`src/hdl/cbfr_pkg.sv`:
```
// Shared constants, types and helpers of the charge box frame receiver.
package cbfr_pkg;

  // Frame geometry
  localparam int MaxParams   = 40;
  localparam int AddrW       = $clog2(MaxParams);
  localparam int CntW        = 6;
  localparam int HeaderBytes = 5;

  // Frame bytes
  localparam logic [7:0] MagicFirst  = 8'h07;
  localparam logic [7:0] MagicSecond = 8'h1E;
  localparam logic [7:0] DirHighMask = 8'hF0;
  localparam logic [7:0] DirLeft     = 8'h01;
  localparam logic [7:0] DirRight    = 8'h02;

  // Earbud side register codes
  localparam logic [1:0] SideLeft  = 2'd1;
  localparam logic [1:0] SideRight = 2'd2;

  // Input command codes
  localparam logic CmdByte    = 1'b0;
  localparam logic CmdTimeout = 1'b1;

  // Result status codes
  localparam logic [2:0] StOk    = 3'd0;
  localparam logic [2:0] StHead  = 3'd1;
  localparam logic [2:0] StParam = 3'd2;
  localparam logic [2:0] StCheck = 3'd3;
  localparam logic [2:0] StDir   = 3'd4;

  // Frame outcome handed from parser to emitter
  typedef struct packed {
    logic            valid;
    logic [2:0]      status;
    logic [7:0]      cmd;
    logic [CntW-1:0] count;
  } job_t;

  // Direction byte against the configured earbud side
  function automatic logic direction_ok(input logic [7:0] dir, input logic [1:0] side);
    logic ok;
    ok = 1'b1;
    if ((dir & DirHighMask) != 8'h00) ok = 1'b0;
    if (dir == DirLeft && side == SideRight) ok = 1'b0;
    if (dir == DirRight && side == SideLeft) ok = 1'b0;
    return ok;
  endfunction

endpackage

```
`src/hdl/cbfr_param_ram.sv`:
```
// Parameter byte store: one write port, one registered read port.
module cbfr_param_ram import cbfr_pkg::*; (
  input  logic             clk_i,
  input  logic             wr_en_i,
  input  logic [AddrW-1:0] wr_addr_i,
  input  logic [7:0]       wr_data_i,
  input  logic             rd_en_i,
  input  logic [AddrW-1:0] rd_addr_i,
  output logic [7:0]       rd_data_o
);

  logic [7:0] mem_q [MaxParams];
  logic [7:0] rd_data_q;

  // Write port
  always_ff @(posedge clk_i) begin
    if (wr_en_i) begin
      mem_q[wr_addr_i] <= wr_data_i;
    end
  end

  // Read port, data held until the next read
  always_ff @(posedge clk_i) begin
    if (rd_en_i) begin
      rd_data_q <= mem_q[rd_addr_i];
    end
  end

  assign rd_data_o = rd_data_q;

endmodule

```
`src/hdl/cbfr_parser.sv`:
```
// Frame parser: header decode, parameter capture into RAM, check and direction tests.
module cbfr_parser import cbfr_pkg::*; (
  input  logic             clk_i,
  input  logic             rst_ni,
  input  logic             cfg_we_i,
  input  logic [1:0]       cfg_wdata_i,
  input  logic             accept_i,
  input  logic             command_i,
  input  logic [7:0]       rx_byte_i,
  output logic             wr_en_o,
  output logic [AddrW-1:0] wr_addr_o,
  output logic [7:0]       wr_data_o,
  output job_t             job_o
);

  localparam logic [1:0] PhIdle   = 2'd0;
  localparam logic [1:0] PhHeader = 2'd1;
  localparam logic [1:0] PhParams = 2'd2;

  logic [1:0]      phase_q, phase_d;
  logic [CntW-1:0] cnt_q, cnt_d;
  logic [7:0]      xor_q, xor_d;
  logic            magic_q, magic_d;
  logic [7:0]      dir_q, dir_d;
  logic [7:0]      cmd_q, cmd_d;
  logic [CntW-1:0] len_q, len_d;
  logic [1:0]      side_q;

  // Earbud side register
  always_ff @(posedge clk_i or negedge rst_ni) begin
    if (!rst_ni) begin
      side_q <= 2'd0;
    end else if (cfg_we_i) begin
      side_q <= cfg_wdata_i;
    end
  end

  // Next state per accepted transfer
  always_comb begin
    phase_d   = phase_q;
    cnt_d     = cnt_q;
    xor_d     = xor_q;
    magic_d   = magic_q;
    dir_d     = dir_q;
    cmd_d     = cmd_q;
    len_d     = len_q;
    wr_en_o   = 1'b0;
    wr_addr_o = cnt_q[AddrW-1:0];
    wr_data_o = rx_byte_i;
    job_o     = '0;
    if (accept_i) begin
      case (phase_q)
        PhHeader: begin
          if (command_i == CmdTimeout) begin
            job_o   = '{valid: 1'b1, status: StHead, cmd: cmd_q, count: '0};
            phase_d = PhIdle;
          end else begin
            xor_d = xor_q ^ rx_byte_i;
            case (cnt_q)
              6'd1:    magic_d = (rx_byte_i == MagicSecond);
              6'd2:    dir_d   = rx_byte_i;
              6'd3:    cmd_d   = rx_byte_i;
              default: ;
            endcase
            cnt_d = cnt_q + 6'd1;
            // fifth header byte is the length: judge the header now
            if (cnt_q == CntW'(HeaderBytes - 1)) begin
              if (!magic_q || rx_byte_i > 8'(MaxParams)) begin
                job_o   = '{valid: 1'b1, status: StHead, cmd: cmd_q, count: '0};
                phase_d = PhIdle;
              end else begin
                phase_d = PhParams;
                cnt_d   = '0;
                len_d   = rx_byte_i[CntW-1:0];
              end
            end
          end
        end
        PhParams: begin
          if (command_i == CmdTimeout) begin
            job_o   = '{valid: 1'b1, status: StParam, cmd: cmd_q, count: '0};
            phase_d = PhIdle;
          end else if (cnt_q < len_q) begin
            wr_en_o = 1'b1;
            xor_d   = xor_q ^ rx_byte_i;
            cnt_d   = cnt_q + 6'd1;
          end else if (xor_q != rx_byte_i) begin
            job_o   = '{valid: 1'b1, status: StCheck, cmd: cmd_q, count: '0};
            phase_d = PhIdle;
          end else if (!direction_ok(dir_q, side_q)) begin
            job_o   = '{valid: 1'b1, status: StDir, cmd: cmd_q, count: '0};
            phase_d = PhIdle;
          end else begin
            job_o   = '{valid: 1'b1, status: StOk, cmd: cmd_q, count: len_q};
            phase_d = PhIdle;
          end
        end
        default: begin
          // idle: hunt for the first magic byte
          phase_d = PhIdle;
          if (command_i == CmdByte && rx_byte_i == MagicFirst) begin
            phase_d = PhHeader;
            cnt_d   = 6'd1;
            xor_d   = MagicFirst;
            magic_d = 1'b0;
            dir_d   = 8'h00;
            cmd_d   = 8'h00;
            len_d   = '0;
          end
        end
      endcase
    end
  end

  always_ff @(posedge clk_i or negedge rst_ni) begin
    if (!rst_ni) begin
      phase_q <= PhIdle;
      cnt_q   <= '0;
      xor_q   <= 8'h00;
      magic_q <= 1'b0;
      dir_q   <= 8'h00;
      cmd_q   <= 8'h00;
      len_q   <= '0;
    end else begin
      phase_q <= phase_d;
      cnt_q   <= cnt_d;
      xor_q   <= xor_d;
      magic_q <= magic_d;
      dir_q   <= dir_d;
      cmd_q   <= cmd_d;
      len_q   <= len_d;
    end
  end

endmodule

```
`src/hdl/cbfr_emitter.sv`:
```
// Result emitter: turns a frame outcome into a status result or a run read from RAM.
module cbfr_emitter import cbfr_pkg::*; (
  input  logic             clk_i,
  input  logic             rst_ni,
  input  job_t             job_i,
  output logic             busy_o,
  output logic             rd_en_o,
  output logic [AddrW-1:0] rd_addr_o,
  input  logic [7:0]       rd_data_i,
  output logic             out_valid_o,
  input  logic             out_stall_i,
  output logic [2:0]       status_o,
  output logic [7:0]       cmd_code_o,
  output logic [CntW-1:0]  param_count_o,
  output logic [CntW-1:0]  param_index_o,
  output logic [7:0]       param_value_o,
  output logic             last_o
);

  localparam logic [1:0] EIdle   = 2'd0;
  localparam logic [1:0] ESingle = 2'd1;
  localparam logic [1:0] ERead   = 2'd2;
  localparam logic [1:0] ELoad   = 2'd3;

  logic [1:0]      st_q, st_d;
  logic [2:0]      jst_q, jst_d;
  logic [7:0]      jcmd_q, jcmd_d;
  logic [CntW-1:0] jcnt_q, jcnt_d;
  logic [CntW-1:0] idx_q, idx_d;
  logic            ov_q, ov_d;
  logic            load;
  logic            is_last;
  logic [2:0]      o_st_q, o_st_d;
  logic [7:0]      o_cmd_q, o_cmd_d;
  logic [CntW-1:0] o_cnt_q, o_cnt_d;
  logic [CntW-1:0] o_idx_q, o_idx_d;
  logic [7:0]      o_val_q, o_val_d;
  logic            o_last_q, o_last_d;

  assign busy_o    = (st_q != EIdle);
  assign rd_addr_o = idx_q[AddrW-1:0];
  assign is_last   = (idx_q == jcnt_q - 6'd1);

  // Sequencer: one status load, or one RAM read then one output load per parameter
  always_comb begin
    st_d     = st_q;
    jst_d    = jst_q;
    jcmd_d   = jcmd_q;
    jcnt_d   = jcnt_q;
    idx_d    = idx_q;
    rd_en_o  = 1'b0;
    load     = 1'b0;
    o_st_d   = o_st_q;
    o_cmd_d  = o_cmd_q;
    o_cnt_d  = o_cnt_q;
    o_idx_d  = o_idx_q;
    o_val_d  = o_val_q;
    o_last_d = o_last_q;
    case (st_q)
      EIdle: begin
        if (job_i.valid) begin
          jst_d  = job_i.status;
          jcmd_d = job_i.cmd;
          jcnt_d = job_i.count;
          idx_d  = '0;
          st_d   = (job_i.status == StOk && job_i.count != '0) ? ERead : ESingle;
        end
      end
      ESingle: begin
        if (!ov_q || !out_stall_i) begin
          load     = 1'b1;
          o_st_d   = jst_q;
          o_cmd_d  = jcmd_q;
          o_cnt_d  = '0;
          o_idx_d  = '0;
          o_val_d  = 8'h00;
          o_last_d = 1'b1;
          st_d     = EIdle;
        end
      end
      ERead: begin
        rd_en_o = 1'b1;
        st_d    = ELoad;
      end
      ELoad: begin
        if (!ov_q || !out_stall_i) begin
          load     = 1'b1;
          o_st_d   = StOk;
          o_cmd_d  = jcmd_q;
          o_cnt_d  = jcnt_q;
          o_idx_d  = idx_q;
          o_val_d  = rd_data_i;
          o_last_d = is_last;
          idx_d    = idx_q + 6'd1;
          st_d     = is_last ? EIdle : ERead;
        end
      end
      default: st_d = EIdle;
    endcase
  end

  // Output register valid
  always_comb begin
    ov_d = ov_q;
    if (load) begin
      ov_d = 1'b1;
    end else if (ov_q && !out_stall_i) begin
      ov_d = 1'b0;
    end
  end

  always_ff @(posedge clk_i or negedge rst_ni) begin
    if (!rst_ni) begin
      st_q  <= EIdle;
      idx_q <= '0;
      ov_q  <= 1'b0;
    end else begin
      st_q  <= st_d;
      idx_q <= idx_d;
      ov_q  <= ov_d;
    end
  end

  // Job and output payload
  always_ff @(posedge clk_i) begin
    jst_q    <= jst_d;
    jcmd_q   <= jcmd_d;
    jcnt_q   <= jcnt_d;
    o_st_q   <= o_st_d;
    o_cmd_q  <= o_cmd_d;
    o_cnt_q  <= o_cnt_d;
    o_idx_q  <= o_idx_d;
    o_val_q  <= o_val_d;
    o_last_q <= o_last_d;
  end

  assign out_valid_o   = ov_q;
  assign status_o      = o_st_q;
  assign cmd_code_o    = o_cmd_q;
  assign param_count_o = o_cnt_q;
  assign param_index_o = o_idx_q;
  assign param_value_o = o_val_q;
  assign last_o        = o_last_q;

endmodule

```
`src/hdl/charge_box_frame_receiver_top.sv`:
```
// Throughput: one input transfer per cycle while no results are being produced.
// A good frame of n parameters emits each result by a RAM read, then a load,
// stalling input until its last result is loaded; an error or empty frame stalls
// input until its single status result is loaded.
// Reset (rst_ni, asynchronous, active low) returns to idle with device side 0;
// the parameter RAM is not cleared, only bytes of the current frame are read back.
module charge_box_frame_receiver_top import cbfr_pkg::*; (
  input  logic            clk_i,
  input  logic            rst_ni,
  input  logic            cfg_we_i,
  input  logic [1:0]      cfg_wdata_i,
  input  logic            in_valid_i,
  output logic            in_stall_o,
  input  logic            command_i,
  input  logic [7:0]      rx_byte_i,
  output logic            out_valid_o,
  input  logic            out_stall_i,
  output logic [2:0]      status_o,
  output logic [7:0]      cmd_code_o,
  output logic [CntW-1:0] param_count_o,
  output logic [CntW-1:0] param_index_o,
  output logic [7:0]      param_value_o,
  output logic            last_o
);

  logic             accept;
  logic             busy;
  logic             wr_en;
  logic [AddrW-1:0] wr_addr;
  logic [7:0]       wr_data;
  logic             rd_en;
  logic [AddrW-1:0] rd_addr;
  logic [7:0]       rd_data;
  job_t             job;

  // Input held off while a frame outcome is being emitted
  assign in_stall_o = busy;
  assign accept     = in_valid_i && !busy;

  cbfr_parser u_parser (
    .clk_i       (clk_i),
    .rst_ni      (rst_ni),
    .cfg_we_i    (cfg_we_i),
    .cfg_wdata_i (cfg_wdata_i),
    .accept_i    (accept),
    .command_i   (command_i),
    .rx_byte_i   (rx_byte_i),
    .wr_en_o     (wr_en),
    .wr_addr_o   (wr_addr),
    .wr_data_o   (wr_data),
    .job_o       (job)
  );

  cbfr_param_ram u_ram (
    .clk_i     (clk_i),
    .wr_en_i   (wr_en),
    .wr_addr_i (wr_addr),
    .wr_data_i (wr_data),
    .rd_en_i   (rd_en),
    .rd_addr_i (rd_addr),
    .rd_data_o (rd_data)
  );

  cbfr_emitter u_emitter (
    .clk_i         (clk_i),
    .rst_ni        (rst_ni),
    .job_i         (job),
    .busy_o        (busy),
    .rd_en_o       (rd_en),
    .rd_addr_o     (rd_addr),
    .rd_data_i     (rd_data),
    .out_valid_o   (out_valid_o),
    .out_stall_i   (out_stall_i),
    .status_o      (status_o),
    .cmd_code_o    (cmd_code_o),
    .param_count_o (param_count_o),
    .param_index_o (param_index_o),
    .param_value_o (param_value_o),
    .last_o        (last_o)
  );

endmodule

```
`config.mk`:
```
export PLATFORM = sky130hd
export DESIGN_NAME = charge_box_frame_receiver_top
export DESIGN_NICKNAME = d
export VERILOG_FILES = /design/src/hdl/cbfr_pkg.sv /design/src/hdl/cbfr_param_ram.sv /design/src/hdl/cbfr_parser.sv /design/src/hdl/cbfr_emitter.sv /design/src/hdl/charge_box_frame_receiver_top.sv
export SDC_FILE = /design/constraint.sdc
export NUM_CORES = 1
export LEC_CHECK = 0
export ABC_AREA = 1
export BUFFER_PORTS_ARGS = -buffer_cell sky130_fd_sc_hd__buf_4
export CAP_MARGIN = 20
export CORE_MARGIN = 4
export CORE_UTILIZATION = 50
export CTS_BUF_LIST = sky130_fd_sc_hd__clkbuf_4
export CTS_CLUSTER_DIAMETER = 150
export DETAILED_ROUTE_END_ITERATION = 7
export MAX_ROUTING_LAYER = met4
export PLACE_DENSITY = 0.66
export SYNTH_ARGS = -nofsm -noshare
export SYNTH_HDL_FRONTEND = slang
export SYNTH_HIERARCHICAL = 1
export SYNTH_SLANG_ARGS = --single-unit
```
`constraint.sdc`:
```
create_clock -name clk_i -period 4.1 [get_ports clk_i]
set_input_delay 0.82 -clock clk_i [delete_from_list [all_inputs] [get_ports clk_i]]
set_output_delay 0.82 -clock clk_i [all_outputs]
set_load 0.01 [all_outputs]
```
# Word level (Yosys, flattened, before mapping)

Memories as Yosys holds them, arrays and structs flattened. A register that Yosys moved wholly into a read port is not among the register bits.
Cells that the tools add are included.

Latch bits: 0
Word-level logic and storage cells: 179
Output and inout bits: 34
RAM bits: 320
ROM bits: 0
Input bits: 16
Register bits: 99
Memories kept: 1

Memories:

| memory      | words | bits a word | rd ports | clocked after memory_dff | write ports | RTL line             | source |
|---|---|---|---|---|---|---|---|
| u_ram.mem_q | 40    | 8           | 1        | 1                        | 1           | cbfr_param_ram.sv:12 | `logic [7:0] mem_q [MaxParams];` |

Order comparisons: 2
Multiply operators: 0
Shift-type cells: 0
Eq/ne operators: 30
Div/mod/pow operators: 0
Reductions and logical operators: 34
Muxes and demuxes: 86
$add $sub $neg: 3
Bitwise logic cells: 3

Operators by type and width:

| cell                                                                    | number |
|---|---|
| 18-bit two-way mux                                                      | 7 |
| 6-bit two-way mux                                                       | 15 |
| 8-bit two-way mux                                                       | 11 |
| 8-bit one-hot mux with 2 select lines                                   | 4 |
| 6-bit one-hot mux with 2 select lines                                   | 5 |
| 18-bit one-hot mux with 2 select lines                                  | 1 |
| 1-bit two-way mux                                                       | 25 |
| 2-bit two-way mux                                                       | 10 |
| 5-bit AND reduction                                                     | 4 |
| 17-bit two-way mux                                                      | 1 |
| 2-bit inequality test, second input constant                            | 7 |
| 6-bit by 1-bit adder with 6-bit output, second input constant           | 2 |
| 6-bit by 2-bit == test with 1-bit output, second input constant         | 2 |
| 3-bit AND reduction                                                     | 4 |
| 2-bit nonzero test                                                      | 5 |
| 2-bit == test, second input constant                                    | 4 |
| 8-bit by 1-bit == test with 1-bit output, second input constant         | 1 |
| 8-bit by 2-bit == test with 1-bit output, second input constant         | 1 |
| 8-bit by 3-bit == test with 1-bit output, second input constant         | 1 |
| 8-bit by 5-bit == test with 1-bit output, second input constant         | 1 |
| 8-bit by 6-bit > comparator with 1-bit output, second input constant    | 1 |
| 2-bit by 1-bit inequality test with 1-bit output, second input constant | 4 |
| 8-bit inequality test                                                   | 1 |
| 2-bit one-hot mux with 4 select lines                                   | 1 |
| other kinds (25)                                                        | 40 |

# Longest topological paths before layout

Gate-level depths: netlist of the first run.

Depth after elaboration: 20
Mapped depth: 15
Gate-level depth less buffers: 15

# Cells and area by module

Netlist of the first run, hierarchy kept.

Modules (own cells, without submodules):

| module                        | sequential area each (um^2) | cells an instance | times used | area each (um^2) |
|---|---|---|---|---|
| cbfr_param_ram                | 9,849.4                     | 1,094             | 1          | 13,302.8 |
| cbfr_parser                   | 1,026.0                     | 382               | 1          | 2,731.4 |
| cbfr_emitter                  | 1,696.6                     | 196               | 1          | 2,331.0 |
| charge_box_frame_receiver_top | 0.0                         | 2                 | 1          | 10.0 |

# Worst setup path after synthesis of the first run

OpenSTA, ideal clock, no wires.

Path type: reg-to-reg
From: register u_parser.cnt_q[3] (netlist: u_parser/wr_addr_o[3])
To: memory u_ram.mem_q[16][0], enable pin
Path buffers: 1
Setup slack: 1.038 ns
Stages on the path, launching flop included: 10
Period minus slack after synthesis: 3.062 ns
Arrival time: 2.667 ns
Setup time: 0.395 ns
Data required time: 3.705 ns
Cells stage by stage: dfrtp_1 ha_1 nand2_1 nand2_1 a21oi_1 nand3_1 nor2_1 clkbuf_1 nand4_1 nor4_1

Cells in the longest elaborated chain, start to end: 7

RTL lines:

| what                                    | RTL line                            | source |
|---|---|---|
| from (decl)                             | cbfr_parser.sv:21                   | `logic [CntW-1:0] cnt_q, cnt_d;` |
| from (signal assigned)                  | cbfr_parser.sv:126                  | `cnt_q <= cnt_d;` |
| 6-bit < comparator                      | cbfr_parser.sv:83                   | `end else if (cnt_q < len_q) begin` |
| 1-bit two-way mux                       | cbfr_parser.sv:83                   |  |
| 1-bit two-way mux                       | cbfr_parser.sv:80                   | `if (command_i == CmdTimeout) begin` |
| 1-bit two-way mux                       | cbfr_parser.sv:52                   | `case (phase_q)` |
| 1-bit two-way mux                       | cbfr_parser.sv:51                   | `if (accept_i) begin` |
| named net wr_en                         | charge_box_frame_receiver_top.sv:28 | `logic wr_en;` |
| 1-bit two-way mux                       | cbfr_param_ram.sv:17                | `if (wr_en_i) begin` |
| 1-bit two-way mux (not written as such) | cbfr_param_ram.sv:18                | `mem_q[wr_addr_i] <= wr_data_i;` |
| to (decl)                               | cbfr_param_ram.sv:12                |  |

The timed path passes the listed nets, and every way through them passes these cells.

# Final worst setup path of the first run

From: register u_parser.cnt_q[3] (netlist: u_parser/wr_addr_o[3])
To: memory u_ram.mem_q[1][6], enable pin

The elaborated chain is that of the path after synthesis.

==> results of run 1 <==
## critical path, stage by stage, from the launching register on
cell	delay (ns)
dfrtp_1	0.50
ha_1	0.36
nand2_1	0.06
nand2_1	0.05
a21oi_1	0.22
nand3_1	0.19
nor2_1	0.17
buf_4	0.18
nand4_1	0.35
nor2_1	0.82
## logic make-up after synthesis
family / after synthesis / share of synthesized area
AOI/OAI and AO/OA: 98 / 0.03391
xor gates and xnor gates: 12 / 0.005720
adders and majority gates: 13 / 0.008852
buffers and inverters: 172 / 0.04528
DFF: 427 / 0.6842
muxes: 2 / 0.001226
and+or+nand+nor: 950 / 0.2208
## routing by layer
metal,global-route usage,vias up,part of all wire
met4,0.07421,0,0.024
met5,-,-,0
li1,-,6055,-
met3,0.05227,74,0.063
met1,0.3167,6294,0.44
met2,0.3492,395,0.48
## how the worst max path moves through the flow
stage	to	slack [ns]
after detailed placement	u_emitter/jcmd_q[7]	0.84
after global placement	u_emitter/jcmd_q[7]	0.88
final	u_ram/mem_q[1][6]	0.80
after floorplan	u_ram/mem_q[16][0]	1.04
after global routing	u_ram/mem_q[24][6]	0.63
after CTS	u_ram/mem_q[1][5]	0.85
## power by group
| part | switching [uW] | total (uW) | internal, uW |
|---|---|---|---|
| sequential | 195 | 5150 | 4960 |
| clock | 1610 | 3380 | 1770 |
| combinational | 2090 | 2950 | 862 |
## cells in the mapped netlist (all sizes together), types with 9 or more instances
master and number:
ha 13, a21boi 9, a21oi 13, nand3 249, nor2 141, clkbuf 29, edfxtp 377, nor4 10
o22ai 9, nand2 512, o21ai 47, buf 62, nand4 30, inv 78, dfrtp 50
## layout make-up
cell class,count,area [sq um],area share
sequential,427,12580,0.6144
multi-input combinational,1075,4974,0.2430
clock buffer,161,1209,0.05905
timing repair buffer,90,740.7,0.03619
tap,461,576.8,0.02818
inverter,81,307.8,0.01504
clock inverter,19,82.58,0.004034
antenna,1,2.502,0.0001222
## per-stage QoR
| stage | setup slack, ns | utilization |
|---|---|---|
| after floorplan | 1.038 | - |
| after global placement | 0.8779 | 0.5322 |
| after detailed placement | 0.8379 | 0.5335 |
| after CTS | 0.8450 | 0.5695 |
| after global routing | 0.6311 | 0.5700 |
| final | 0.8001 | 0.5700 |
## state kept, by name, summed over array words and instances (netlist names), 3 cells and up
name                     flops
u_emitter/param_count_o      6
u_parser/xor_q               8
u_emitter/jcmd_q             8
u_parser/cmd_q               8
u_emitter/status_o           3
u_emitter/jst_q              3
u_ram/rd_data_o              8
u_parser/len_q               6
u_emitter/param_index_o      6
u_ram/mem_q                320
u_emitter/cmd_code_o         8
u_emitter/param_value_o      8
u_parser/dir_q               8
u_emitter/rd_addr_o          6
u_parser/wr_addr_o           6
u_emitter/jcnt_q             6
==> flow_summary_export.csv, run 1 <==
group,metric,value,unit
run_status,status,"completed",
route,post-route-drc-count,0,
critical_path,endpoint_kind,"flop",
critical_path,cp.required,4.46,ns
floorplanning,core,35910,sq um
yosys,yosysTopAreaCellShare,0.6161,
timing,finalClockSkew,0.05103,ns
yosys,synth_ff_type,"edfxtp_1",
power,finalPower,11490,uW
yosys,postSynthCellCount,1674,
power,p_leak,0.007962,uW
cts,tritoncts,"yes",
cts,clkLatencyLatePin,0.78,ns
min_path,hold_class,"in2async",
place,placed_area,19160,sq um
timing,fin_crit_sh,0.8049,
global_route,grt_max_degree,166,
yosys,netlist_top_cells_area,"edfxtp_1 62%, nand2_1 10%, dfrtp_1 6.8%",
critical_path,cp-startpoint,"u_parser/wr_addr_o[3]",
route,drt_iter0_markers,1113,
route,vias,12820,
final_layout,final_cells,2315,
final_layout,fin_nets,1811,
timing,fmax,303.0,MHz
yosys,synth_cell_types,44,
critical_path,r2r_end,"u_ram/mem_q[1][6]",
critical_path,crit_path_start_kind,"flop",
floorplanning,initial_utilization,0.5116,
yosys,syn_area,18380,sq um
final_layout,drive_above_1_share,0.1565,
floorplanning,fp-row-count,69,
cts,cts_resized,0,
route,dr.pass1.iters,7,
yosys,syn-num-nets,1703,
critical_path,rr_startpoint,"u_parser/wr_addr_o[3]",
final_layout,fill_cells,3119,
final_layout,fin_area,20470,sq um
floorplanning,fp.dieArea,39880,sq um
yosys,synth-edff-count,377,
global_route,globalRouteOverflowTotal,0,
timing,final-setup-viol-count,0,
cts,clock_path_buffers,3,
floorplanning,die_y,199.7,um
yosys,ys_async_sr_fraction,0.1171,
timing,fin_hold_ws,0.08645,ns
yosys,ys_ff_latch,427,
timing,worstMarginPinSlew,1.036,ns
place,dpl.cell_count,2133,
cts,htree_levels,3,
run,drv_cap,0,
yosys,syn-mean-instance-area,10.98,sq um
critical_path,r2r_slack,0.80,ns
power,ir_drop,0.3086,mV
critical_path,crit_type,"reg2reg",
timing,slew_headroom,0.3096,
timing,period_needed,3.300,ns
timing,timing.setup.tns,0,ns
place,gp_congestion,0.8975,
place,io_buffers,49,
global_route,grt_pass1_vias,12510,
timing,drv_slew,0,
route,drtAntennaViolNets,0,
cts,postCtsHoldBufs,0,
cts,path_clk_slew,0.07,ns
route,via_per_inst,5.537,
timing,finalHoldViolations,0,
global_route,track_usage,0.2315,
critical_path,worstRegToRegCells,9,
cts,post-cts-setup-buffers,0,
global_route,grt_antenna_before_repair,1,
critical_path,critPathMaxFanout,11,
final_layout,area.growth.synth_to_final,11.40,%
global_route,grt_pass1_wl,69210,um
cts,cts_buffers,107,
route,avgRoutedWirePerCell,19.12,um
floorplanning,ioPinCount,50,
yosys,yosys_warnings,6,
place,hpwl,26620,um
power,power_density,561.1,nW/um^2
yosys,synth_top_cell_by_area,"edfxtp_1",
critical_path,crit_arrival,3.66,ns
final_layout,final_cell_mix,"506 x nand2_1, 377 x edfxtp_1, 247 x nand3_1, 161 x clkbuf_4, 136 x nor2_1",
floorplanning,die-width,199.7,um
route,wirelength,44270,um
yosys,seq_area_frac_synth,0.6842,
timing,rsz0062_at_grt,"false",
final_layout,layout_commonest_cell,"nand2_1",
cts,clock-root-buffer,"clkbuf_4",
cts,cts_sinks,427,
Power figures use the tool's default switching activity.
==> run 2, diff against run 1 <==
Settings changed: ABC_AREA 1 to 0.
Clock period 4.1 ns to 3.23 ns, I/O delays scaled along.
==> run 2 against run 1 <==
Against the previous run: sequential share of layout area is 0.98 points lower; power is 4.5% lower; sequential cell count unchanged; clock-buffer cell count fell by 1; critical path depth did not move; maximum frequency rose by 9.4%; die area fell by 1.4%; critical endpoint is now u_ram/mem_q[13][4]; non-clock buffer count increased by 53.
==> flow_summary_export.csv, run 2 <==
group,metric,value,unit
yosys,syn-num-nets,1146,
route,drtAntennaViolNets,0,
global_route,grt_antenna_before_repair,1,
critical_path,crit_path_start_kind,"flop",
yosys,synth_ff_type,"edfxtp_1",
cts,clock-root-buffer,"clkbuf_4",
global_route,grt_max_degree,51,
timing,drv_slew,0,
final_layout,final_cell_mix,"377 x edfxtp_1, 160 x clkbuf_4, 138 x buf_4, 130 x mux2i_1, 71 x nor2_1",
final_layout,fin_nets,1339,
critical_path,worstRegToRegCells,9,
min_path,hold_class,"in2reg",
final_layout,area.growth.synth_to_final,14.84,%
yosys,seq_area_frac_synth,0.6942,
run_status,status,"completed",
floorplanning,fp-row-count,69,
timing,fmax,331.5,MHz
floorplanning,core,35660,sq um
final_layout,fin_util,0.5833,
timing,period_needed,3.017,ns
yosys,synth_cell_types,82,
final_layout,multi_input_area,5090,sq um
critical_path,r2r_end,"u_ram/mem_q[13][4]",
min_path,hold_depth,2,
final_layout,final-seq-area,12580,sq um
yosys,syn_area,18110,sq um
cts,tritoncts,"yes",
yosys,netlist_top_cells_area,"edfxtp_1 63%, mux2i_1 7.2%, dfrtp_1 6.9%",
timing,final-setup-viol-count,0,
final_layout,fill_cells,2794,
route,post-route-drc-count,0,
power,ir_drop,0.3080,mV
cts,path_clk_slew,0.06,ns
final_layout,layout_commonest_cell,"edfxtp_1",
yosys,synth_most_common_cell,"edfxtp_1",
cts,clkLatencyLatePin,0.80,ns
floorplanning,ioPinCount,50,
min_path,min_from,"cfg_wdata_i[1]",
critical_path,endpoint_kind,"flop",
cts,cts_sinks,427,
global_route,globalRouteOverflowTotal,0,
global_route,grt_pass1_vias,10640,
critical_path,crit_type,"reg2reg",
critical_path,r2r_slack,0.21,ns
global_route,grt_pass1_wl,60980,um
floorplanning,die_y,198.3,um
cts,cts_buffers,110,
route,drt_iter0_markers,846,
timing,finalHoldViolations,0,
timing,rsz0062_at_grt,"false",
timing,worstMarginPinSlew,0.9435,ns
timing,slew_headroom,0.3710,
cts,post-cts-setup-buffers,0,
final_layout,largest_register_ffs,320,
timing,fin_crit_sh,0.9340,
global_route,track_usage,0.2101,
critical_path,cp.required,3.69,ns
final_layout,drive_above_1_share,0.2952,
floorplanning,fp.dieArea,39330,sq um
final_layout,top_register,"u_ram/mem_q",
critical_path,critPathMaxFanout,8,
yosys,syn-mean-instance-area,16.21,sq um
yosys,yosysTopAreaCellShare,0.6251,
yosys,synth_top_cell_by_area,"edfxtp_1",
route,avgRoutedWirePerCell,21.44,um
cts,clock_path_buffers,3,
critical_path,crit_arrival,3.48,ns
critical_path,rr_startpoint,"u_parser/wr_addr_o[3]",
power,p_leak,0.008132,uW
place,gp_congestion,0.8650,
yosys,synth-edff-count,377,
run,drv_cap,0,
yosys,postSynthCellCount,1117,
power,power_density,527.1,nW/um^2
yosys,synthTopCellsByCount,"377 x edfxtp_1, 130 x mux2i_1, 72 x nor2_1, 50 x dfrtp_1, 38 x nand2_1",
route,dr.pass1.iters,5,
yosys,yosys_warnings,6,
place,hpwl,25890,um
yosys,ys_async_sr_fraction,0.1171,
yosys,ys_ff_latch,427,
route,via_per_inst,5.660,
cts,htree_levels,3,
route,vias,10490,
floorplanning,die-width,198.3,um
route,wirelength,39750,um
floorplanning,initial_utilization,0.5079,
timing,timing.setup.tns,0,ns
min_path,whs_endpoint,"u_parser/side_q[1]",
place,io_buffers,49,
timing,finalClockSkew,0.06337,ns
[run 2: cell types whose count changed in the layout (fill, tap and decap cells not counted), moves of 22 or more]
cell / change
buf_4: +53
a22oi_1: +32
mux2_2: +31
nand4_1: -26
and2_1: +22
o21ai_0: -28
nor2_1: -65
nand3_1: -237
nand2_1: -468
mux2i_1: +130
inv_1: -56
[run 2: worst max-delay path, cell delays in order (launching register included)]
cell and delay (ns):
dfrtp_1 0.38, ha_1 0.31, a211o_1 0.25, a21oi_1 0.18
o21ai_0 0.15, nor3_1 0.43, nor2b_1 0.30, nand3_1 0.31
nor2_1 0.18, buf_4 0.19
[run 2: logic make-up after synthesis]
kind of cell | after synthesis | share of synthesized area
compound gates | 153 | 0.07351
xor+xnor | 18 | 0.008705
fa+ha+maj | 13 | 0.008981
buf+inv | 80 | 0.02611
flops | 427 | 0.6942
mux | 179 | 0.1123
simple gates | 247 | 0.07627
[run 2: power by group]
part / switching, uW / internal [uW] / total (uW)
combinational: 287 / 184 / 470
sequential: 33.7 / 6040 / 6070
clock: 2090 / 2330 / 4420
[run 2: worst max-delay path by stage]
stage | startpoint | to | cells after the start
2_1_floorplan | u_parser/wr_addr_o[4] | u_ram/mem_q[17][0] | 9
3_3_place_gp | u_parser/len_q[3] | u_ram/mem_q[16][3] | 10
3_5_place_dp | rx_byte_i[3] | u_emitter/st_q[1] | 11
4_1_cts | u_parser/len_q[3] | u_ram/mem_q[16][4] | 10
5_1_grt | u_parser/len_q[3] | u_ram/mem_q[16][4] | 10
6_report | u_parser/wr_addr_o[3] | u_ram/mem_q[13][4] | 9
[run 2: per-layer routing]
metal,share of wire,wire length [um],global-route usage
met5,0,0,-
met4,0.023,925,0.07447
met3,0.059,2333,0.04526
met2,0.48,19010,0.3203
met1,0.44,17470,0.2826
[run 2: layout make-up]
class	instances	share of cell area
Timing Repair Buffer	143	0.05414
Clock inverter	31	0.007279
Clock buffer	160	0.05775
Multi-Input combinational cell	610	0.2447
Tap cell	461	0.02773
Antenna cell	4	0.0004813
Inverter	18	0.003249
Sequential cell	427	0.6046
[run 2: metrics by stage]
stage | hold WS, ns | std cells | cell area (sq um) | power, uW | setup WS (ns)
CTS | 0.04460 | 1850 | 20780 | 11120 | 0.2103
detailed placement | 0.4045 | 1658 | 19420 | 6662 | 0.2340
global placement | 0.4029 | 1658 | 19420 | 6652 | 0.3123
finish | 0.1235 | 1854 | 20800 | 10960 | 0.2130
floorplan | 0.3504 | 1117 | 18120 | 6473 | 0.05427
global route | 0.06770 | 1852 | 20790 | 11470 | 0.02288
[run 2: repair_timing]
| item | CTS | global route |
|---|---|---|
| resized for setup | 0 | 1 |
| hold endpoints to repair | 50 | 0 |
| endpoints found under the setup margin | 0 | 46 |
| hold buffers | 1 | 0 |
